### config.mk
export PLATFORM = sky130hd
export DESIGN_NAME = convex_polygon_point_test_unit
export DESIGN_NICKNAME = d
export VERILOG_FILES = /design/src/rtl/core/cpt_pkg.sv /design/src/rtl/core/cpt_edge_unit.sv /design/src/rtl/core/convex_polygon_point_test_unit.sv
export SDC_FILE = /design/constraint.sdc
export NUM_CORES = 2
export LEC_CHECK = 0
export BUFFER_PORTS_ARGS = -buffer_cell sky130_fd_sc_hd__buf_2
export CORE_ASPECT_RATIO = 1.4
export CORE_MARGIN = 8
export CORE_UTILIZATION = 30
export DETAILED_ROUTE_END_ITERATION = 8
export PLACE_DENSITY = 0.55
export REMOVE_ABC_BUFFERS = 1
export SETUP_SLACK_MARGIN = 0.2
export SLEW_MARGIN = 20
export SYNTH_ARGS = -nofsm -noshare
export SYNTH_HDL_FRONTEND = slang
export SYNTH_HIERARCHICAL = 1
export SYNTH_SLANG_ARGS = --single-unit
### constraint.sdc
create_clock -name clk -period 15.5 [get_ports clk]
set_input_delay 1.55 -clock clk [delete_from_list [all_inputs] [get_ports clk]]
set_output_delay 1.55 -clock clk [all_outputs]
set_load 0.005 [all_outputs]
### src/rtl/core/cpt_pkg.sv
// ----------------------------------------------------------------------------
// cpt_pkg
// Shared types and constants for the convex polygon point test unit.
// ----------------------------------------------------------------------------
`default_nettype none

package cpt_pkg;

  // Default polygon store depth
  localparam int MAX_VERTICES_DEF = 16;

  // Fixed field widths
  localparam int COORD_W = 16;
  localparam int COUNT_W = 5;
  localparam int INDEX_W = 4;

  // Vertex count after reset
  localparam logic [COUNT_W-1:0] COUNT_RESET = 5'd3;

  // Input operation codes
  typedef enum logic {
    OP_LOAD = 1'b0,
    OP_TEST = 1'b1
  } op_t;

  // Sequencer states
  typedef enum logic [1:0] {
    ST_IDLE,
    ST_RUN,
    ST_DRAIN,
    ST_DONE
  } state_t;

  // One stored vertex: x in the low half, y in the high half
  typedef struct packed {
    logic signed [COORD_W-1:0] y;
    logic signed [COORD_W-1:0] x;
  } vertex_t;

  // Control tag that travels with an edge into the cross product unit
  typedef struct packed {
    logic valid;
    logic last;
  } edge_tag_t;

  // Edge sign coming back from the cross product unit
  typedef struct packed {
    logic valid;
    logic last;
    logic positive;
  } edge_res_t;

endpackage

`default_nettype wire

### src/rtl/core/cpt_edge_unit.sv
// ----------------------------------------------------------------------------
// cpt_edge_unit
// Shared pipelined cross product unit: one edge per cycle, three stages.
// Gives whether cross(p - a, b - a) is strictly positive.
// ----------------------------------------------------------------------------
`default_nettype none

module cpt_edge_unit (
  input  wire logic               clk,
  input  wire logic               rst,
  input  wire cpt_pkg::edge_tag_t tag_in,
  input  wire cpt_pkg::vertex_t   va,
  input  wire cpt_pkg::vertex_t   vb,
  input  wire cpt_pkg::vertex_t   pt,
  output cpt_pkg::edge_res_t      res
);
  import cpt_pkg::*;

  localparam int DW = COORD_W + 1;
  localparam int PW = 2 * DW;

  edge_tag_t              tag_d;
  edge_tag_t              tag_p;
  logic signed [DW-1:0]   dxp;
  logic signed [DW-1:0]   dyp;
  logic signed [DW-1:0]   dxe;
  logic signed [DW-1:0]   dye;
  logic signed [PW-1:0]   prod_a;
  logic signed [PW-1:0]   prod_b;
  logic signed [PW:0]     cross_prod;

  // Stage 3 subtract, exact in 35 bits
  assign cross_prod = $signed({prod_a[PW-1], prod_a}) - $signed({prod_b[PW-1], prod_b});

  // Stage control tags and the strict sign of the cross product
  always_ff @(posedge clk) begin
    if (rst) begin
      tag_d <= '0;
      tag_p <= '0;
      res   <= '0;
    end else begin
      tag_d        <= tag_in;
      tag_p        <= tag_d;
      res.valid    <= tag_p.valid;
      res.last     <= tag_p.last;
      res.positive <= !cross_prod[PW] && (cross_prod != '0);
    end
  end

  // Stage 1: coordinate differences, exact in 17 bits
  always_ff @(posedge clk) begin
    dxp <= $signed({pt.x[COORD_W-1], pt.x}) - $signed({va.x[COORD_W-1], va.x});
    dyp <= $signed({pt.y[COORD_W-1], pt.y}) - $signed({va.y[COORD_W-1], va.y});
    dxe <= $signed({vb.x[COORD_W-1], vb.x}) - $signed({va.x[COORD_W-1], va.x});
    dye <= $signed({vb.y[COORD_W-1], vb.y}) - $signed({va.y[COORD_W-1], va.y});
  end

  // Stage 2: multiplier pair, 17 by 17 signed
  always_ff @(posedge clk) begin
    prod_a <= PW'(dxp) * PW'(dye);
    prod_b <= PW'(dyp) * PW'(dxe);
  end

endmodule

`default_nettype wire

### src/rtl/core/convex_polygon_point_test_unit.sv
// A load gives no result. A test gives one inside flag; no new item is taken
// until that flag is registered at the output, which waits while the previous
// flag is still held there. The read port walks the N + 1 vertex reads, one per
// cycle, through the unit, N being the vertex count in use.
// Reset: synchronous, active high; clears control state and sets the vertex
// count to 3. The vertex store is not cleared.
// ----------------------------------------------------------------------------
// convex_polygon_point_test_unit
// Vertex store plus an edge sequencer that reports whether a point lies
// inside the stored convex polygon.
// ----------------------------------------------------------------------------
`default_nettype none

module convex_polygon_point_test_unit #(
  parameter int MAX_VERTICES = cpt_pkg::MAX_VERTICES_DEF
) (
  input  wire logic                          clk,
  input  wire logic                          rst,
  // configuration
  input  wire logic                          vertex_count_we,
  input  wire logic [cpt_pkg::COUNT_W-1:0]   vertex_count_wdata,
  // input channel
  input  wire logic                          in_valid,
  output logic                               in_ready,
  input  wire logic                          op,
  input  wire logic [cpt_pkg::INDEX_W-1:0]   vertex_index,
  input  wire logic signed [cpt_pkg::COORD_W-1:0] coord_x,
  input  wire logic signed [cpt_pkg::COORD_W-1:0] coord_y,
  // output channel
  output logic                               out_valid,
  input  wire logic                          out_ready,
  output logic                               inside_res
);
  import cpt_pkg::*;

  localparam int IW = (MAX_VERTICES > 1) ? $clog2(MAX_VERTICES) : 1;
  localparam int CW = $clog2(MAX_VERTICES + 1);

  typedef struct packed {
    logic valid;
    logic first;
    logic last;
  } read_tag_t;

  // Vertex store
  vertex_t         mem [MAX_VERTICES];
  vertex_t         rd_data;
  logic [IW-1:0]   rd_addr;
  logic            mem_we;
  logic [IW-1:0]   wr_addr;

  // Control and datapath registers
  state_t          state, state_next;
  logic [COUNT_W-1:0] vertex_count;
  logic [CW-1:0]   n_eff;
  logic [CW-1:0]   rd_cnt, rd_cnt_next;
  read_tag_t       rd_tag, rd_tag_next;
  vertex_t         point;
  vertex_t         prev;
  logic            any_pos, any_pos_next;
  logic            any_nonpos, any_nonpos_next;
  logic            res_pend, res_pend_next;
  logic            out_valid_next;
  logic            inside_res_next;
  logic            pos_f;
  logic            nonpos_f;
  logic            in_fire;
  edge_tag_t       edge_tag;
  edge_res_t       edge_res;

  assign in_ready = (state == ST_IDLE);
  assign in_fire  = in_valid && in_ready;

  // Effective vertex count: zero means one, clamp to the store depth
  always_comb begin
    if (vertex_count == '0) begin
      n_eff = CW'(1);
    end else if (32'(vertex_count) > MAX_VERTICES) begin
      n_eff = CW'(MAX_VERTICES);
    end else begin
      n_eff = CW'(vertex_count);
    end
  end

  // Configuration register
  always_ff @(posedge clk) begin
    if (rst) begin
      vertex_count <= COUNT_RESET;
    end else if (vertex_count_we) begin
      vertex_count <= vertex_count_wdata;
    end
  end

  // Store write for a load transaction; slots past the depth are dropped
  assign wr_addr = IW'(vertex_index);
  assign mem_we  = in_fire && (op == OP_LOAD) && (32'(vertex_index) < MAX_VERTICES);

  // Read walks slots 0 .. N-1, then slot 0 again for the closing edge
  assign rd_addr = (rd_cnt == n_eff) ? '0 : rd_cnt[IW-1:0];

  always_ff @(posedge clk) begin
    if (mem_we) begin
      mem[wr_addr] <= '{y: coord_y, x: coord_x};
    end
    rd_data <= mem[rd_addr];
  end

  // Point capture and previous vertex
  always_ff @(posedge clk) begin
    if (in_fire) begin
      point <= '{y: coord_y, x: coord_x};
    end
    if (rd_tag.valid) begin
      prev <= rd_data;
    end
  end

  // Edge from previous vertex to the one just read
  assign edge_tag.valid = rd_tag.valid && !rd_tag.first;
  assign edge_tag.last  = rd_tag.last;

  cpt_edge_unit u_edge (
    .clk    (clk),
    .rst    (rst),
    .tag_in (edge_tag),
    .va     (prev),
    .vb     (rd_data),
    .pt     (point),
    .res    (edge_res)
  );

  // Sign flags including the edge arriving now
  assign pos_f    = any_pos || edge_res.positive;
  assign nonpos_f = any_nonpos || !edge_res.positive;

  // State register
  always_ff @(posedge clk) begin
    if (rst) begin
      state      <= ST_IDLE;
      rd_cnt     <= '0;
      rd_tag     <= '0;
      any_pos    <= 1'b0;
      any_nonpos <= 1'b0;
      res_pend   <= 1'b0;
      out_valid  <= 1'b0;
      inside_res <= 1'b0;
    end else begin
      state      <= state_next;
      rd_cnt     <= rd_cnt_next;
      rd_tag     <= rd_tag_next;
      any_pos    <= any_pos_next;
      any_nonpos <= any_nonpos_next;
      res_pend   <= res_pend_next;
      out_valid  <= out_valid_next;
      inside_res <= inside_res_next;
    end
  end

  // Sequencer
  always_comb begin
    state_next      = state;
    rd_cnt_next     = rd_cnt;
    rd_tag_next     = '0;
    any_pos_next    = any_pos;
    any_nonpos_next = any_nonpos;
    res_pend_next   = res_pend;
    out_valid_next  = out_valid && !out_ready;
    inside_res_next = inside_res;

    // fold in each edge sign as it comes back
    if (edge_res.valid) begin
      any_pos_next    = pos_f;
      any_nonpos_next = nonpos_f;
    end

    case (state)
      ST_IDLE: begin
        if (in_fire && (op == OP_TEST)) begin
          rd_cnt_next     = '0;
          any_pos_next    = 1'b0;
          any_nonpos_next = 1'b0;
          state_next      = ST_RUN;
        end
      end
      ST_RUN: begin
        rd_tag_next.valid = 1'b1;
        rd_tag_next.first = (rd_cnt == '0);
        rd_tag_next.last  = (rd_cnt == n_eff);
        rd_cnt_next       = rd_cnt + CW'(1);
        if (rd_cnt == n_eff) begin
          state_next = ST_DRAIN;
        end
      end
      ST_DRAIN: begin
        if (edge_res.valid && edge_res.last) begin
          res_pend_next = !(pos_f && nonpos_f);
          state_next    = ST_DONE;
        end
      end
      ST_DONE: begin
        if (!out_valid || out_ready) begin
          out_valid_next  = 1'b1;
          inside_res_next = res_pend;
          state_next      = ST_IDLE;
        end
      end
      default: begin
        state_next = ST_IDLE;
      end
    endcase
  end

endmodule

`default_nettype wire

# After elaboration in Yosys (flattened, before gate mapping)

Memories as Yosys holds them, arrays and structs flattened. A register that Yosys moved wholly into a read port is not among the register bits.
Cells that the tools add are included.

Word-level logic and storage cells: 96
Input port bits: 47
Memories kept: 1
Flip-flop bits (word level): 227
Memory bits (writable): 512

Mux-type cells: 21
Bitwise logic cells: 2
Reduce and logical (&&, ||, !) cells: 27
Order comparisons: 1
Add/subtract/negate cells: 6
Eq/ne operators: 8
Multiply operators: 2

Memory list:

| memory | words | bits a word | read ports | clocked after memory_dff | wr ports | RTL line                             | text |
|---|---|---|---|---|---|---|---|
| mem    | 16    | 32          | 1          | 1                        | 1        | convex_polygon_point_test_unit.sv:46 | `vertex_t mem [MAX_VERTICES];` |

Operators with widths:

| operator                                                               | number |
|---|---|
| 17-bit by 17-bit multiplier with 34-bit output                         | 2 |
| 16-bit by 16-bit subtractor with 17-bit output                         | 4 |
| 35-bit nonzero test                                                    | 1 |
| 34-bit by 34-bit subtractor with 35-bit output                         | 1 |
| 5-bit two-way mux                                                      | 3 |
| 5-bit logical NOT                                                      | 2 |
| 1-bit two-way mux                                                      | 10 |
| 5-bit one-hot mux with 2 select lines                                  | 1 |
| 1-bit logical AND                                                      | 8 |
| 2-bit two-way mux                                                      | 4 |
| 2-bit one-hot mux with 4 select lines                                  | 1 |
| 1-bit logical NOT                                                      | 6 |
| 2-bit inequality test (second input constant)                          | 3 |
| 2-bit AND reduction                                                    | 3 |
| 5-bit by 1-bit adder with 5-bit output (second input constant)         | 1 |
| 5-bit equality test                                                    | 1 |
| 5-bit greater-than comparator (second input constant)                  | 1 |
| 2-bit equality test (second input constant)                            | 2 |
| 4-bit two-way mux                                                      | 1 |
| 4-bit AND reduction                                                    | 1 |
| 1-bit logical OR                                                       | 3 |
| 3-bit two-way mux                                                      | 1 |
| 2-bit by 1-bit equality test with 1-bit output (second input constant) | 1 |
| 2-bit logical NOT                                                      | 1 |
| other kinds (4)                                                        | 5 |

# Depth between registers and ports, before layout

Depth in word-level cells: 6
Depth in mapped cells: 26
Depth with buffers taken out: 24

# By module

The synthesis kept the hierarchy.

By module, submodules not included:

| module                         | area an instance (µm²) | times used | cells each | sequential area each (µm²) |
|---|---|---|---|---|
| cpt_edge_unit                  | 29420.7                | 1          | 3245       | 2862.7 |
| convex_polygon_point_test_unit | 25505.7                | 1          | 1651       | 18337.6 |

# Least setup slack after synthesis

Ideal clock, no wire load.

Path kind: flip-flop to flip-flop
Start point: register u_edge.dye[8]
End point: register u_edge.prod_a[33]
Data required time: 15.428 ns
Data arrival time: 6.428 ns
Setup time: 0.072 ns
Slack: 9.000 ns
Cell stages (with the launch flop): 26
Path buffers: 2
Cells stage by stage: dfxtp_1 > clkbuf_1 > clkbuf_1 > nand2_1 > fa_1 > inv_1 > fa_1 > inv_1 > fa_1 > inv_1 > fa_1 > fa_1 > inv_1 > fa_1 > inv_1 > ha_1 > and3_1 > nand4_1 > or4_1 > a311o_1 > o21ai_1 > o31ai_1 > o2111ai_1 > a21oi_1 > o21bai_1 > xnor2_1

Word-level cells in the longest chain between the ends: 1

RTL lines:

| what                                           | RTL line            | text |
|---|---|---|
| start, declared                                | cpt_edge_unit.sv:27 | `logic signed [DW-1:0] dye;` |
| start signal, assigned                         | cpt_edge_unit.sv:55 | `dye <= $signed({vb.y[COORD_W-1], vb.y}) - $signed({va.y[COORD_W-1], va.y});` |
| 17-bit by 17-bit multiplier with 34-bit output | cpt_edge_unit.sv:60 | `prod_a <= PW'(dxp) * PW'(dye);` |
| end signal, assigned                           | cpt_edge_unit.sv:60 |  |
| end, declared                                  | cpt_edge_unit.sv:28 | `logic signed [PW-1:0] prod_a;` |

No other way between the ends.
A chain may end at the register's enable or synchronous reset.

# Worst setup path in the final report

Same ends and word-level chain as after synthesis.

==> metrics.md <==
| Metric | Value |
|---|---|
| Outcome | finished, final reports clean |
| Slew Limit Fails | 0 |
| Worst hold-check path type | flip-flop to flip-flop |
| Clock skew | 0.05802 ns |
| Synthesis-to-finish area growth | 10.16% |
| Worst skew pair latency | roughly 0.70 ns |
| Synth unique cells | 90 |
| Clock transition at path regs | approximately 0.060 ns |
| Synth cell count leaders | inv_1, fa_1, edfxtp_1 |
| Max Clk Rate | between 100 and 150 MHz |
| Crit. End Element | flip-flop |
| Crit path kind | flip-flop to flip-flop |
| CTS root buffer | clkbuf_16 |
| # Post-CTS Setup Buffers | 0 |
| Port buffer count | 49 |
| Layout cell share with drive strength beyond 1 | 8.013% |
| Yosys reg bits | between 700 and 800 |
| WP data required | about 16 ns |
| Die area | 197200 um2 |
| Initial Util | 30.07% |
| Via density | about 5 |
| Routed WL | 159500 um |
| Row cnt | roughly 190 |
| Via count | approximately 37000 |
| I/O pin count | 50 |
| Hold Fails Final Rpt | 0 |
| Routability congestion estimate | a little over 0.9 |
| Mapped cell area | between 50000 and 60000 um2 |
| DR iter-0 viols | ~2600 |
| H-tree depth | 3 |
| Die X | between 300 and 400 um |
| Seq/Total Area, Yosys | roughly two fifths |
| Total Routing Usage GR | 15.99% |
| CTS tree | built |
| Critical path launch point type | flip-flop |
| RSZ-0062 raised after global routing | no |
| Number of global-route vias before repair | about 39000 |
| Global-route wire length before repair | roughly 240000 um |
| Post-Syn Area per Cell | approximately 11 um2 |
| CP Max Fanout | 17 |
| Fin crit period | 7.219 ns |
| Hpwl dp | ~110000 um |
| Post-CTS Hold Buffers | 0 |
| Synth area leaders | edfxtp_1, fa_1, dfxtp_1 |
| Final period util | a little under half |
| Share of the synthesized area in the top cell type | about a third |
| Final net count | 5772 |
| Largest area contributor in the netlist | edfxtp_1 |
| Endpoints failing setup | 0 |
| Residual DRC count | 0 |
| First-pass iteration count of the detailed router | 6 |
| Wire length per cell | around 22 um |
| Post-route ant nets | 0 |
| Largest net degree at the start of global routing | ~90 |
| Synth Flop Type | edfxtp_1 |
| EDFF count, synth | 576 |
| Clock Sinks | between 700 and 800 |
| Filler Cells Inserted | between 15000 and 20000 |
| Setup TNS | 0 ns |
| Worst slew pin tran | ~1.2 ns |
| CP arrival | between 7 and 8 ns |
| Initial antenna violation count | 12 |
| Asr flop ratio synth | 0% |
| Top-count cell post-synth | inv_1 |
| Clk buf depth | 3 |
| Core box area | about 180000 um2 |
| CTS resizes | 0 |
| Synth Instances | about 4900 |
| Yosys warning count | 6 |
| Num CTS Buffers | 79 |
| GRT overflow | 0 |
| # Max-Cap Violations | 0 |
| Chip Height | around 520 um |
| Worst slew margin | a little over a fifth |
-- area by class of cell --
type / instances / area (um2) / share of cell area, %
flip-flops and latches: 771 / 21210 / 35.05
clock buffers: 103 / 2142 / 3.540
inverters: 752 / 2825 / 4.669
multi-input cells: 3144 / 30120 / 49.78
well taps: 2444 / 3058 / 5.054
clock inverters: 41 / 455.4 / 0.7527
diodes: 3 / 7.507 / 0.01241
repair buffers: 106 / 685.7 / 1.133
-- state kept, by name, summed over array words and instances (netlist names), 32 cells and up --
signal         count
mem              512
point             32
prev              32
rd_data           32
u_edge/prod_a     34
u_edge/prod_b     34
-- worst max-delay path, stage by stage, from the launching register on --
cell       delay (ns)
dfxtp_1          0.77
nand2_1          0.17
fa_1             0.57
inv_1            0.06
fa_1             0.50
inv_1            0.05
fa_1             0.53
inv_1            0.05
fa_1             0.46
fa_1             0.49
inv_1            0.05
fa_1             0.47
inv_1            0.04
ha_1             0.34
and3_1           0.20
nand4_1          0.10
or4_1            0.62
a311o_1          0.38
o21ai_1          0.37
o31ai_1          0.23
o2111ai_1        0.29
a21oi_1          0.11
o21bai_1         0.16
xnor2_1          0.14
-- through the flow --
step	utilization [%]	setup slack [ns]	std cells	instance area (um2)	hold slack (ns)
after floorplan	-	8.280	4667	53910	0.4082
after detailed placement	31.69	8.275	7217	57900	0.4262
after CTS	33.12	8.282	7361	60500	0.4273
after global routing	33.12	7.923	7361	60500	0.4389
final	33.12	8.281	7364	60510	0.4371
after global placement	31.69	8.364	7217	57900	0.4189
-- metal layers --
layer	wire length (um)	GRT usage, %
met5	68	0
met4	8717	8.072
met3	7670	2.064
met2	81090	28.92
met1	61930	18.42
-- cell families after synthesis --
group,Yosys count,share of synthesized area (%)
xor gates and xnor gates,117,1.866
buffers and inverters,981,6.984
and+or+nand+nor,1200,11.13
DFF,771,38.60
muxes,105,1.991
adders and majority gates,871,28.00
AOI/OAI and AO/OA,851,11.43
-- cell usage in the layout, fill, tap and decap left out, types with 34 or more instances in the layout --
cell       netlist  final
a211oi_1        60     60
a21o_1          42     42
a21oi_1         91     89
and2_1         333    332
buf_2           27     49
buf_4            5     56
clkbuf_16        0     80
dfxtp_1        195    192
edfxtp_1       576    576
fa_1           597    597
ha_1           274    274
inv_1          750    749
mux2_2          34     34
mux2i_1         71     71
nand2_1        400    399
nand4_1         52     52
nor2_1         179    162
nor2b_1         35     34
nor3_1          48     44
o2111ai_1       37     37
o211ai_1       138    138
o21ai_0        148    148
o22ai_1         64     64
xnor2_1         99     98
-- path summary, 6_finish.rpt --
path / startpoint / to / slack [ns] / cells after the start
worst max register to register: u_edge/dye[8]$_DFF_P_ / u_edge/prod_a[33]$_DFF_P_ / 8.28 / 23
worst min-delay path: rd_data[0]$_DFF_P_ / prev[0]$_DFFE_PP_ / 0.44 / 0
worst min register to register: rd_data[0]$_DFF_P_ / prev[0]$_DFFE_PP_ / 0.44 / 0
worst max-delay path: u_edge/dye[8]$_DFF_P_ / u_edge/prod_a[33]$_DFF_P_ / 8.28 / 23
Power is not shown: default switching activity piles up to over one toggle a cycle in this logic, so the estimate is an artifact.
